[src/design/mlc_pkg.sv]
// ----------------------------------------------------------------------------
// mlc_pkg
// shared types and constants for the multiscale lattice complexity block
// ----------------------------------------------------------------------------
`default_nettype none

package mlc_pkg;

  localparam int MAX_SIDE  = 128;
  localparam int MAX_STEPS = 10;
  localparam int DEPTH     = MAX_SIDE * MAX_SIDE;
  localparam int ADDR_W    = $clog2(DEPTH);
  localparam int CNT_W     = ADDR_W + 1;
  localparam int DIVD_W    = 48;
  localparam int DIVS_W    = CNT_W;
  localparam int CPLX_W    = 40;

  localparam logic [CPLX_W-1:0] CPLX_MAX = {CPLX_W{1'b1}};

  localparam logic [1:0] CFG_LATTICE_SIDE = 2'd0;
  localparam logic [1:0] CFG_SCALE_BASE   = 2'd1;
  localparam logic [1:0] CFG_STEP_COUNT   = 2'd2;
  localparam logic [1:0] CFG_FIRST_SUMMED = 2'd3;

  typedef enum logic [4:0] {
    S_LOAD, S_CHK, S_CHKMUL, S_CHKMOD, S_CHKWAIT,
    S_STEP, S_STEP2, S_P1RD, S_P1ACC, S_AVGDIV, S_AVGWAIT,
    S_SQ, S_SQACC, S_P2RD, S_P2M1, S_P2M2, S_P2M3, S_NEXTBLK,
    S_OVLDIV, S_OVLWAIT, S_OVLACC, S_DONE, S_ERR
  } state_t;

  typedef struct packed {
    logic              done;
    logic [DIVD_W-1:0] quo;
    logic [DIVS_W-1:0] rem;
  } div_res_t;

endpackage

`default_nettype wire

[src/design/mlc_div.sv]
// ----------------------------------------------------------------------------
// mlc_div
// restoring unsigned divider, one quotient bit per cycle
// ----------------------------------------------------------------------------
`default_nettype none

module mlc_div (
  input  wire logic                     clk,
  input  wire logic                     rst_n,
  input  wire logic                     start,
  input  wire logic [mlc_pkg::DIVD_W-1:0] dividend,
  input  wire logic [mlc_pkg::DIVS_W-1:0] divisor,
  output mlc_pkg::div_res_t             res
);
  import mlc_pkg::*;

  localparam int CW = $clog2(DIVD_W + 1);

  logic              busy_r, busy_nxt;
  logic              done_r, done_nxt;
  logic [CW-1:0]     cnt_r, cnt_nxt;
  logic [DIVD_W-1:0] quo_r, quo_nxt;
  logic [DIVS_W-1:0] rem_r, rem_nxt;
  logic [DIVS_W-1:0] dsr_r, dsr_nxt;
  logic [DIVS_W:0]   trial;

  always_comb begin
    busy_nxt = busy_r;
    done_nxt = 1'b0;
    cnt_nxt  = cnt_r;
    quo_nxt  = quo_r;
    rem_nxt  = rem_r;
    dsr_nxt  = dsr_r;
    trial    = {rem_r, quo_r[DIVD_W-1]};
    if (start) begin
      busy_nxt = 1'b1;
      cnt_nxt  = CW'(DIVD_W);
      quo_nxt  = dividend;
      rem_nxt  = '0;
      dsr_nxt  = divisor;
    end else if (busy_r) begin
      if (trial >= {1'b0, dsr_r}) begin
        rem_nxt = DIVS_W'(trial - {1'b0, dsr_r});
        quo_nxt = {quo_r[DIVD_W-2:0], 1'b1};
      end else begin
        rem_nxt = DIVS_W'(trial);
        quo_nxt = {quo_r[DIVD_W-2:0], 1'b0};
      end
      cnt_nxt = cnt_r - 1'b1;
      if (cnt_r == CW'(1)) begin
        busy_nxt = 1'b0;
        done_nxt = 1'b1;
      end
    end
  end

  always_ff @(posedge clk) begin
    if (!rst_n) begin
      busy_r <= 1'b0;
      done_r <= 1'b0;
      cnt_r  <= '0;
    end else begin
      busy_r <= busy_nxt;
      done_r <= done_nxt;
      cnt_r  <= cnt_nxt;
    end
    quo_r <= quo_nxt;
    rem_r <= rem_nxt;
    dsr_r <= dsr_nxt;
  end

  assign res.done = done_r;
  assign res.quo  = quo_r;
  assign res.rem  = rem_r;

`ifndef SYNTHESIS
  a_done_ends_busy: assert property (@(posedge clk) disable iff (!rst_n)
    done_r |-> !busy_r) else $error("divider done while busy");
  a_busy_counts: assert property (@(posedge clk) disable iff (!rst_n)
    busy_r |-> cnt_r != '0) else $error("divider count ran out while busy");
  a_done_pulse: assert property (@(posedge clk) disable iff (!rst_n)
    done_r && !start |=> !done_r) else $error("divider done held");
`endif

endmodule

`default_nettype wire

[config.mk]
export PLATFORM = sky130hd
export DESIGN_NAME = mlc_div
export DESIGN_NICKNAME = d
export VERILOG_FILES = /design/src/design/mlc_pkg.sv /design/src/design/mlc_div.sv
export SDC_FILE = /design/constraint.sdc
export NUM_CORES = 1
export LEC_CHECK = 0
export BUFFER_PORTS_ARGS = -buffer_cell sky130_fd_sc_hd__buf_4
export CAP_MARGIN = 40
export CORE_UTILIZATION = 40
export CTS_CLUSTER_DIAMETER = 150
export DETAILED_ROUTE_END_ITERATION = 12
export SLEW_MARGIN = 10
export SYNTH_ARGS = -nofsm -noshare
export SYNTH_HDL_FRONTEND = slang
export SYNTH_SLANG_ARGS = --single-unit
[constraint.sdc]
create_clock -name clk -period 2.9 [get_ports clk]
set_input_delay 0.145 -clock clk [delete_from_list [all_inputs] [get_ports clk]]
set_output_delay 0.145 -clock clk [all_outputs]
set_load 0.01 [all_outputs]
Word-level counts from Yosys, hierarchy flattened
Index checks and enable logic that the tools add are counted.
Widths: inputs -> output; s select.

word-level totals
  register bits after elaboration = 86
  bits of input ports = 66
  output and inout bits = 64
  word-level logic and storage cells = 26

cells by class
  add/sub/neg operators = 2
  $lt $le $gt $ge = 1
  equality and inequality tests = 1
  multiplexer cells = 10
  bitwise logic cells = 2
  reduce and logical (&&, ||, !) cells = 3

operators with widths
  cell                 number
  $mux 48              2
  $ge 16x15->1         1
  $mux 15              1
  $sub 15x15->15       1
  $mux 6               2
  $eq 6x1->1 const B   1
  $sub 6x1->6 const B  1
  $mux 1               5
  $reduce_or 3->1      1
  $not 1->1            2
  $reduce_bool 2->1    1
  $reduce_or 2->1      1

Longest topological paths before layout
Gate-level depths: netlist of run 1.

  depth after elaboration = 4
  depth in mapped cells = 10
  depth with buffers taken out = 9

Worst setup path after synthesis of run 1
Ideal clock, no wire load.

  kind = flip-flop to flip-flop
  start = register quo_r[47]
  end = register rem_r[11]
  setup time = 0.116 ns
  arrival = 2.215 ns
  data required time = 2.784 ns
  setup slack = 0.569 ns
  cell stages (with the launch flop) = 11
  buffers on the path = 1
  clock period less this slack = 2.331 ns
  path through = edfxtp_1 -> inv_1 -> ha_1 -> fa_1 -> and2b_1 -> o22a_1 -> o21ai_2 -> a31oi_4 -> buf_2 -> o21ai_0 -> a31o_2

on the way
  word-level cells in the longest chain between the ends = 2
  elaborated cells on any way between the ends = 3
  those cells by class = add/sub (1); order compare (1); mux (1)

ends and longest elaborated chain
  item                                            line                          RTL
  start, declared                                 mlc_div.sv:22                 logic [DIVD_W-1:0] quo_r, quo_nxt;
  start signal, assigned                          mlc_div.sv:67                 quo_r <= quo_nxt;
  $sub 15x15->15 or $ge 16x15->1 (tied branches)  mlc_div.sv:43, mlc_div.sv:42
  $mux 15 (*)                                     mlc_div.sv:42                 if (trial >= {1'b0, dsr_r}) begin
  end signal, assigned                            mlc_div.sv:68                 rem_r <= rem_nxt;
  end, declared                                   mlc_div.sv:23                 logic [DIVS_W-1:0] rem_r, rem_nxt;

Mark *: on every way between the ends. The rest lies on a longest branch, timed or not.
A chain may end at the register's enable or synchronous reset.

Final worst setup path of run 1
  start = register quo_r[47]
  end = register rem_r[9]

Same word-level chain as after synthesis.

==> flow_summary.yaml, run 1 <==
synth:
  synth-edff-count: 63
  synth_top_area_cell: "edfxtp_1"
  synth_top_area_share_pct: 43.1
  avgSynthCellArea_sq_um: 12.0
  synthCells: 367
  synth_area_sq_um: 4390
  ys.flop_type: "edfxtp_1"
  yosys_warnings: 0
  ys_ff_latch: 86
  synthTopCellsByArea: "edfxtp_1 (43%), mux2_2 (12%), dfxtp_1 (10%)"
  ys_seq_area_share_pct: 53.6
  async_flop_share_pct: 0
  synth_cell_types: 49
  syn_nets: 451
critical_path:
  cp_num_buf_inv: 2
  cp-end-kind: "flop"
  reg2reg_setup_slack_ns: 0.33
  cpPeakStageDelay_ns: 0.40
  worstSetupPathType: "flop to flop"
  worstPathRequired_ns: 3.15
  arrival_ns: 2.82
  crit_path_start_kind: "flop"
  cp_top_family: "compound AO/OA/AOI/OAI gates"
  crit_fanout: 9
  cp_slowest_cell: "fa_1"
  worstPathCellList: "inv_1 -> ha_1 -> fa_1 -> and2b_1 -> o22a_1 -> o21ai_2 -> a31oi_4 -> buf_4 -> o311ai_1 -> a311oi_1"
global_route:
  grt_start_max_net_pins: 50
  overflow: 0
  antenna_found_initial: 0
  grt_pass1_vias: 3415
  grt_usage_pct: 18.9
  grt_pass1_wl_microns: 16600
power_and_ir_drop:
  power.share.clock_pct: 24.9
  ir_drop_mv: 0.268
  switching_power_uw: 799
  internal_power_uw: 2100
  p_total_uw: 2900
  p_per_area_nw_per_um2: 500
  switching_share_pct: 27.5
  combPwrFrac_pct: 22.9
  p_seq_share_pct: 52.2
  leakage_uw: 0.00242
floorplan:
  num_io_pins: 130
  chipHeight_microns: 107
  core_area_sq_um: 10500
  dieArea_sq_um: 11400
  die_w_microns: 107
  start_util_pct: 41.9
  rows: 37
clock_network:
  clock_sinks: 86
  cts-root-buf: "clkbuf_8"
  cts_resized: 0
  clockBufferDepth: 2
  cts_hold_buf: 15
  ctsHtreeMaxLevel: 3
  cts_made_buffers: 9
  cts_setup_buffers: 0
  cts_tree: "yes"
  cts.reportedPaths.clkPinSlew_ns: 0.08
  clkLatencyLatePin_ns: 0.35
place:
  place_congestion: 0.763
  place_hpwl_microns: 7510
  port_buffers: 129
  placed_area_sq_um: 5500
sta:
  clock_skew_ns: 0.0106
  hold_viol: 0
  tightest_slew_ns: 0.634
  rsz0062_at_grt: "false"
  relSlewSlack_pct: 57.7
  fin_crit_ns: 2.57
  fin_setup_tns_ns: 0
  slew_violations: 0
  max_clock_freq_mhz: 390
  finalCritPeriodShare_pct: 88.5
  setup_viol: 0
route:
  ant_nets: 0
  wirelength_microns: 10300
  route.vias.total: 3332
  via_per_inst: 5.12
  first_iter_violations: 126
  drc: 0
  firstDrtPassIters: 5
  wire_per_inst_microns: 15.8
worst_hold_path:
  hold_path_class: "input pin to flop"
layout:
  final_common_cell: "buf_4"
  areaGrowthSynthToFinish_pct: 32.2
  fin_area_sq_um: 5800
  drive_above_1_share_pct: 39.0
  fillers: 975
  antenna_cells: 0
  layout_common_cells: "buf_4 (133), edfxtp_1 (63), mux2_2 (48)"
  nets: 594
status:
  outcome: "finished, final reports clean"
job:
  cap_violations: 0
-- layout make-up --
| cell class | instances | area [sq um] | area share (%) |
|---|---|---|---|
| multi-input cells | 235 | 1840 | 31.6 |
| clock buffers | 14 | 143 | 2.46 |
| flip-flops and latches | 86 | 2350 | 40.5 |
| well taps | 136 | 170 | 2.93 |
| inverters | 28 | 105 | 1.81 |
| repair buffers | 150 | 1190 | 20.5 |
| clock inverters | 2 | 8.76 | 0.151 |
-- state kept, by name, summed over array words and instances (netlist names) --
name    flops
quo_r      48
dsr_r      15
rem_r      15
cnt_r       6
busy_r      1
done_r      1
-- worst register-to-register path: stages (launching register included) --
cell      delay, ns
edfxtp_1       0.37
inv_1          0.05
ha_1           0.21
fa_1           0.40
and2b_1        0.24
o22a_1         0.21
o21ai_2        0.12
a31oi_4        0.27
buf_4          0.22
o311ai_1       0.11
a311oi_1       0.28
-- power groups by stage --
stage	Clock [uW]	Combinational, uW	Sequential [uW]
floorplan	0	336	1570
global placement	0	641	1540
detailed placement	0	649	1540
CTS	752	668	1520
global route	798	730	1530
finish	724	664	1510
-- routing by layer --
layer | track usage, % | routed length [microns] | vias to the layer above
li1 | - | - | 1635
met1 | 23.9 | 4490 | 1573
met2 | 28.9 | 4680 | 114
met3 | 8.45 | 1030 | 10
met4 | 5.68 | 104 | 0
met5 | 0 | 0 | -
-- worst paths after layout --
| path | start | to | cells past startpoint |
|---|---|---|---|
| worst max-delay path | quo_r[47] | rem_r[9] | 10 |
| worst min-delay path | rst_n | busy_r | 2 |
| worst max register to register | quo_r[47] | rem_r[9] | 10 |
| worst min register to register | cnt_r[1] | cnt_r[1] | 2 |
-- cell families (layout without fill, tap and decap cells) --
family	Yosys count	after routing	synth area share, %
xor gates and xnor gates	14	14	2.79
DFF	86	86	53.6
and+or+nand+nor	75	75	7.84
AOI/OAI and AO/OA	73	73	12.0
buffers and inverters	46	194	4.56
muxes	55	55	13.9
adders and majority gates	18	18	5.30
-- per-stage QoR --
| stage | utilization (%) | hold WS [ns] | instances | setup slack [ns] |
|---|---|---|---|---|
| 2_1_floorplan | - | 0.244 | 367 | 0.569 |
| 3_3_place_gp | 52.6 | 0.323 | 620 | 0.423 |
| 3_5_place_dp | 52.6 | 0.325 | 620 | 0.355 |
| 4_1_cts | 55.5 | 0.0202 | 651 | 0.331 |
| 5_1_grt | 55.5 | 0.0452 | 651 | 0.0867 |
| 6_report | 55.5 | 0.0405 | 651 | 0.334 |
-- synth_stat cells (3+ instances only) --
cell	n
xor2_1	7
nor2_1	22
a31o_2	4
ha_1	17
o21ai_0	6
a311oi_1	3
buf_4	5
clkbuf_1	11
mux2_2	48
a211oi_1	8
a21oi_1	20
mux2i_1	7
o211ai_1	4
nand3_1	9
dfxtp_1	23
nand2_1	25
inv_1	28
edfxtp_1	63
nor3_1	6
xnor2_1	7
a21boi_0	7
Power figures use the tool's default switching activity.
==> inputs of run 2 (changes only) <==
Settings changed: CORE_UTILIZATION 40 to 52, PLACE_DENSITY set to 0.8.
==> run 2 against run 1 <==
Largest power group unchanged. Die area down 23%. Via count is 0.87% higher. First-iteration DRC count decreased by 7.1%.
==> flow_summary.yaml, run 2 (same netlist as run 1, synthesis figures left out) <==
worst_hold_path:
  hold_path_class: "input pin to flop"
floorplan:
  chipHeight_microns: 93.9
  num_io_pins: 130
  die_w_microns: 93.9
  rows: 33
  dieArea_sq_um: 8810
  start_util_pct: 53.7
  core_area_sq_um: 8180
layout:
  final_common_cell: "buf_4"
  nets: 593
  fin_area_sq_um: 5810
  top_register: "quo_r"
  fillers: 589
  antenna_cells: 0
  largest_reg_flops: 48
  drive_above_1_share_pct: 39.9
  areaGrowthSynthToFinish_pct: 32.5
  layout_common_cells: "buf_4 (133), edfxtp_1 (63), mux2_2 (48)"
  regArea_sq_um: 2350
  reg_top3: "quo_r (48), dsr_r (15), rem_r (15)"
  multi_input_area_sq_um: 1840
sta:
  slew_violations: 0
  fin_setup_tns_ns: 0
  fin_crit_ns: 2.66
  whs_ns: 0.0491
  rsz0062_at_grt: "false"
  setup_viol: 0
  tightest_slew_ns: 0.443
  finalCritPeriodShare_pct: 91.6
  max_clock_freq_mhz: 376
  relSlewSlack_pct: 70.2
  hold_viol: 0
  clock_skew_ns: 0.0124
global_route:
  grt_usage_pct: 23.3
  grt_pass1_vias: 3418
  antenna_found_initial: 0
  grt_start_max_net_pins: 63
  overflow: 0
  grt_pass1_wl_microns: 15800
route:
  ant_nets: 0
  drc: 0
  firstDrtPassIters: 4
  via_per_inst: 5.43
  wire_per_inst_microns: 16.0
  wirelength_microns: 9880
  first_iter_violations: 117
  route.vias.total: 3361
critical_path:
  cp-end-kind: "flop"
  crit_end: "rem_r[4]"
  worstSetupPathType: "flop to flop"
  r2r_start: "quo_r[47]"
  arrival_ns: 2.92
  ff2ff_path_depth: 10
  cp_top_family: "compound AO/OA/AOI/OAI gates"
  crit_path_start: "quo_r[47]"
  cpPeakStageDelay_ns: 0.39
  crit_path_start_kind: "flop"
  cp_num_buf_inv: 2
  reg2reg_setup_slack_ns: 0.24
  critical_path_depth: 10
  cp_slowest_cell: "edfxtp_1"
  worstPathRequired_ns: 3.16
  worstPathCellList: "inv_1 -> ha_1 -> fa_1 -> and2b_1 -> o22a_1 -> o21ai_2 -> a31oi_4 -> buf_4 -> mux2i_1 -> a211oi_1"
  crit_fanout: 13
  rr_endpoint: "rem_r[4]"
job:
  cap_violations: 0
place:
  place_hpwl_microns: 7220
  place_congestion: 0.921
  placed_area_sq_um: 5440
  port_buffers: 129
power_and_ir_drop:
  ir_drop_mv: 0.407
  p_per_area_nw_per_um2: 537
  leakage_uw: 0.00245
clock_network:
  cts_resized: 0
  ctsHtreeMaxLevel: 3
  cts_made_buffers: 9
  clkLatencyLatePin_ns: 0.35
  cts-root-buf: "clkbuf_8"
  clock_sinks: 86
  clockBufferDepth: 2
  cts_tree: "yes"
  cts.reportedPaths.clkPinSlew_ns: 0.09
status:
  outcome: "finished, final reports clean"
==> run 2: cell count changes in the layout (fill, tap and decap cells not counted) <==
cell	delta
clkbuf_1	-4
bufinv_16	+2
inv_8	+1
buf_12	-1
inv_6	+1
clkinvlp_4	+1
clkinv_1	-1
==> run 2: worst min path at each step <==
stage | startpoint | end | slack [ns] | depth (start not counted)
global placement | divisor[7] | dsr_r[7] | 0.32 | 1
global route | rst_n | cnt_r[4] | 0.05 | 2
detailed placement | divisor[8] | dsr_r[8] | 0.32 | 1
floorplan | divisor[0] | dsr_r[0] | 0.24 | 0
finish | rst_n | busy_r | 0.05 | 2
CTS | rst_n | busy_r | 0.03 | 2
==> run 2: timing repair <==
item	4_1_cts	5_1_grt
buffers inserted	0	0
hold buffers	15	0
hold endpoints to repair	15	0
==> run 2: metrics by stage <==
| stage | total power (uW) | worst slack [ns] | utilization [%] | cells |
|---|---|---|---|---|
| floorplan | 1910 | 0.569 | - | 367 |
| global placement | 2160 | 0.348 | 66.6 | 588 |
| detailed placement | 2180 | 0.278 | 66.6 | 588 |
| CTS | 3140 | 0.248 | 71.1 | 619 |
| global route | 3260 | 0.0579 | 71.1 | 619 |
| finish | 3120 | 0.244 | 71.1 | 619 |
==> run 2: layout make-up <==
cell class	instances	share of cell area, %
inverter	28	1.81
clock buffer	10	2.20
sequential	86	40.5
multi-input combinational	235	31.6
timing repair buffer	149	20.1
tap	105	2.26
clock inverter	6	1.59
==> run 2: per-layer routing <==
layer	vias to the layer above	GRT usage, %	routed length, microns
met5	-	0	0
li1	1633	-	-
met4	0	7.31	146
met3	14	8.33	776
met2	129	39.5	4830
met1	1585	27.3	4130
==> run 2: power by group <==
group / internal [uW] / switching [uW]
registers: 1450 / 67.8
logic: 341 / 316
clock network: 493 / 452
==> inputs of run 3 (changes only) <==
Settings changed: MAX_ROUTING_LAYER set to met4.
==> run 3 against run 2 <==
Core utilization is essentially flat. Routed wire length grew 1.1%. Fmax shrank 1.5%. Non-clock buffer count is the same. Final cell count is the same. Total power grew 0.11%. Clock-buffer cell count is the same. Die area is the same. Sequential share of layout area is essentially flat. Flip-flop and latch count is the same. Global-route usage grew 0.63 points. Critical endpoint unchanged.
==> flow_summary.yaml, run 3 (same netlist as run 1, synthesis figures left out) <==
status:
  outcome: "finished, final reports clean"
layout:
  fillers: 589
  final_cells: 619
  top_register: "quo_r"
  final_common_cell: "buf_4"
  areaGrowthSynthToFinish_pct: 32.5
  multi_input_area_sq_um: 1840
  reg_top3: "quo_r (48), dsr_r (15), rem_r (15)"
  drive_above_1_share_pct: 39.9
  antenna_cells: 0
  nets: 593
  layout_common_cells: "buf_4 (133), edfxtp_1 (63), mux2_2 (48)"
  regArea_sq_um: 2350
  largest_reg_flops: 48
power_and_ir_drop:
  p_total_uw: 3120
  ir_drop_mv: 0.337
  leakage_uw: 0.00245
  p_per_area_nw_per_um2: 537
route:
  firstDrtPassIters: 4
  first_iter_violations: 175
  ant_nets: 0
  wirelength_microns: 9990
  drc: 0
  wire_per_inst_microns: 16.1
  route.vias.total: 3401
  via_per_inst: 5.49
worst_hold_path:
  hold_end: "busy_r"
  min_from: "rst_n"
  hold_path_class: "input pin to flop"
  hold_path_depth: 2
critical_path:
  ff2ff_path_depth: 10
  crit_fanout: 13
  cp-end-kind: "flop"
  crit_path_start_kind: "flop"
  worstSetupPathType: "flop to flop"
  r2r_start: "quo_r[47]"
  rr_endpoint: "rem_r[4]"
  reg2reg_setup_slack_ns: 0.20
  arrival_ns: 2.96
  worstPathRequired_ns: 3.17
sta:
  rsz0062_at_grt: "false"
  tightest_slew_ns: 0.527
  finalCritPeriodShare_pct: 93.0
  hold_viol: 0
  clock_skew_ns: 0.0106
  relSlewSlack_pct: 64.8
  max_clock_freq_mhz: 371
  fin_crit_ns: 2.70
  slew_violations: 0
  setup_viol: 0
  whs_ns: 0.0447
  fin_setup_tns_ns: 0
place:
  placedCellCount: 588
  place_congestion: 0.939
  port_buffers: 129
  place_hpwl_microns: 7260
floorplan:
  start_util_pct: 53.7
  core_area_sq_um: 8180
  rows: 33
  num_io_pins: 130
  chipHeight_microns: 93.9
  dieArea_sq_um: 8810
  die_w_microns: 93.9
global_route:
  grt_start_max_net_pins: 38
  grt_pass1_vias: 3304
  antenna_found_initial: 0
  grt_usage_pct: 23.9
  grt_pass1_wl_microns: 15600
  overflow: 0
clock_network:
  clock_sinks: 86
  clkLatencyLatePin_ns: 0.36
  ctsHtreeMaxLevel: 3
  cts_made_buffers: 9
  cts_tree: "yes"
  clockBufferDepth: 2
  cts.reportedPaths.clkPinSlew_ns: 0.09
  cts_setup_buffers: 0
  cts-root-buf: "clkbuf_8"
job:
  cap_violations: 0
-- run 3: area by class of cell --
cell class | instances | area share (%)
inverter | 28 | 1.81
tap | 105 | 2.26
clock inverter | 6 | 1.61
clock buffer | 10 | 2.19
multi-input combinational | 235 | 31.6
timing repair buffer | 149 | 20.1
sequential | 86 | 40.5
-- run 3: repair_timing --
item | CTS | global route
hold endpoints to repair | 15 | 0
hold buffers | 15 | 0
resized for setup | 0 | 0
-- run 3: metrics by stage --
step / instance area [sq um] / setup WS (ns) / util, %
after floorplan: 4390 / 0.569 / -
after global placement: 5440 / 0.354 / 66.6
after detailed placement: 5440 / 0.221 / 66.6
after CTS: 5810 / 0.194 / 71.1
after global routing: 5810 / 0.00640 / 71.1
final: 5810 / 0.204 / 71.1
-- run 3: power by group --
| part | total (uW) | leakage (uW) | internal (uW) | switching [uW] |
|---|---|---|---|---|
| registers | 1520 | 0.000819 | 1450 | 68.8 |
| clock network | 945 | 0.000113 | 495 | 450 |
| logic | 659 | 0.00152 | 342 | 317 |
| total | 3120 | 0.00245 | 2290 | 836 |
-- run 3: per-layer routing --
metal / track usage [%] / vias to the layer above / part of all wire (%)
li1: - / 1641 / -
met1: 29.5 / 1625 / 43
met2: 38.4 / 124 / 48
met3: 6.88 / 11 / 7.3
met4: 6.67 / 0 / 1.3
met5: - / - / 0
-- run 3: worst max path at each step --
stage	start	endpoint	slack, ns
2_1_floorplan	quo_r[47]	rem_r[11]	0.57
3_3_place_gp	quo_r[47]	rem_r[8]	0.35
3_5_place_dp	quo_r[47]	rem_r[4]	0.22
4_1_cts	quo_r[47]	rem_r[2]	0.19
5_1_grt	quo_r[47]	rem_r[4]	0.006
6_report	quo_r[47]	rem_r[4]	0.20
-- run 3: worst max-delay path, stage by stage, from the launching register on --
cell and delay [ns]:
edfxtp_1 0.39, inv_1 0.06, ha_1 0.22, fa_1 0.42, and2b_1 0.23, o22a_1 0.21
o21ai_2 0.11, a31oi_4 0.35, buf_4 0.27, mux2i_1 0.09, a211oi_1 0.25
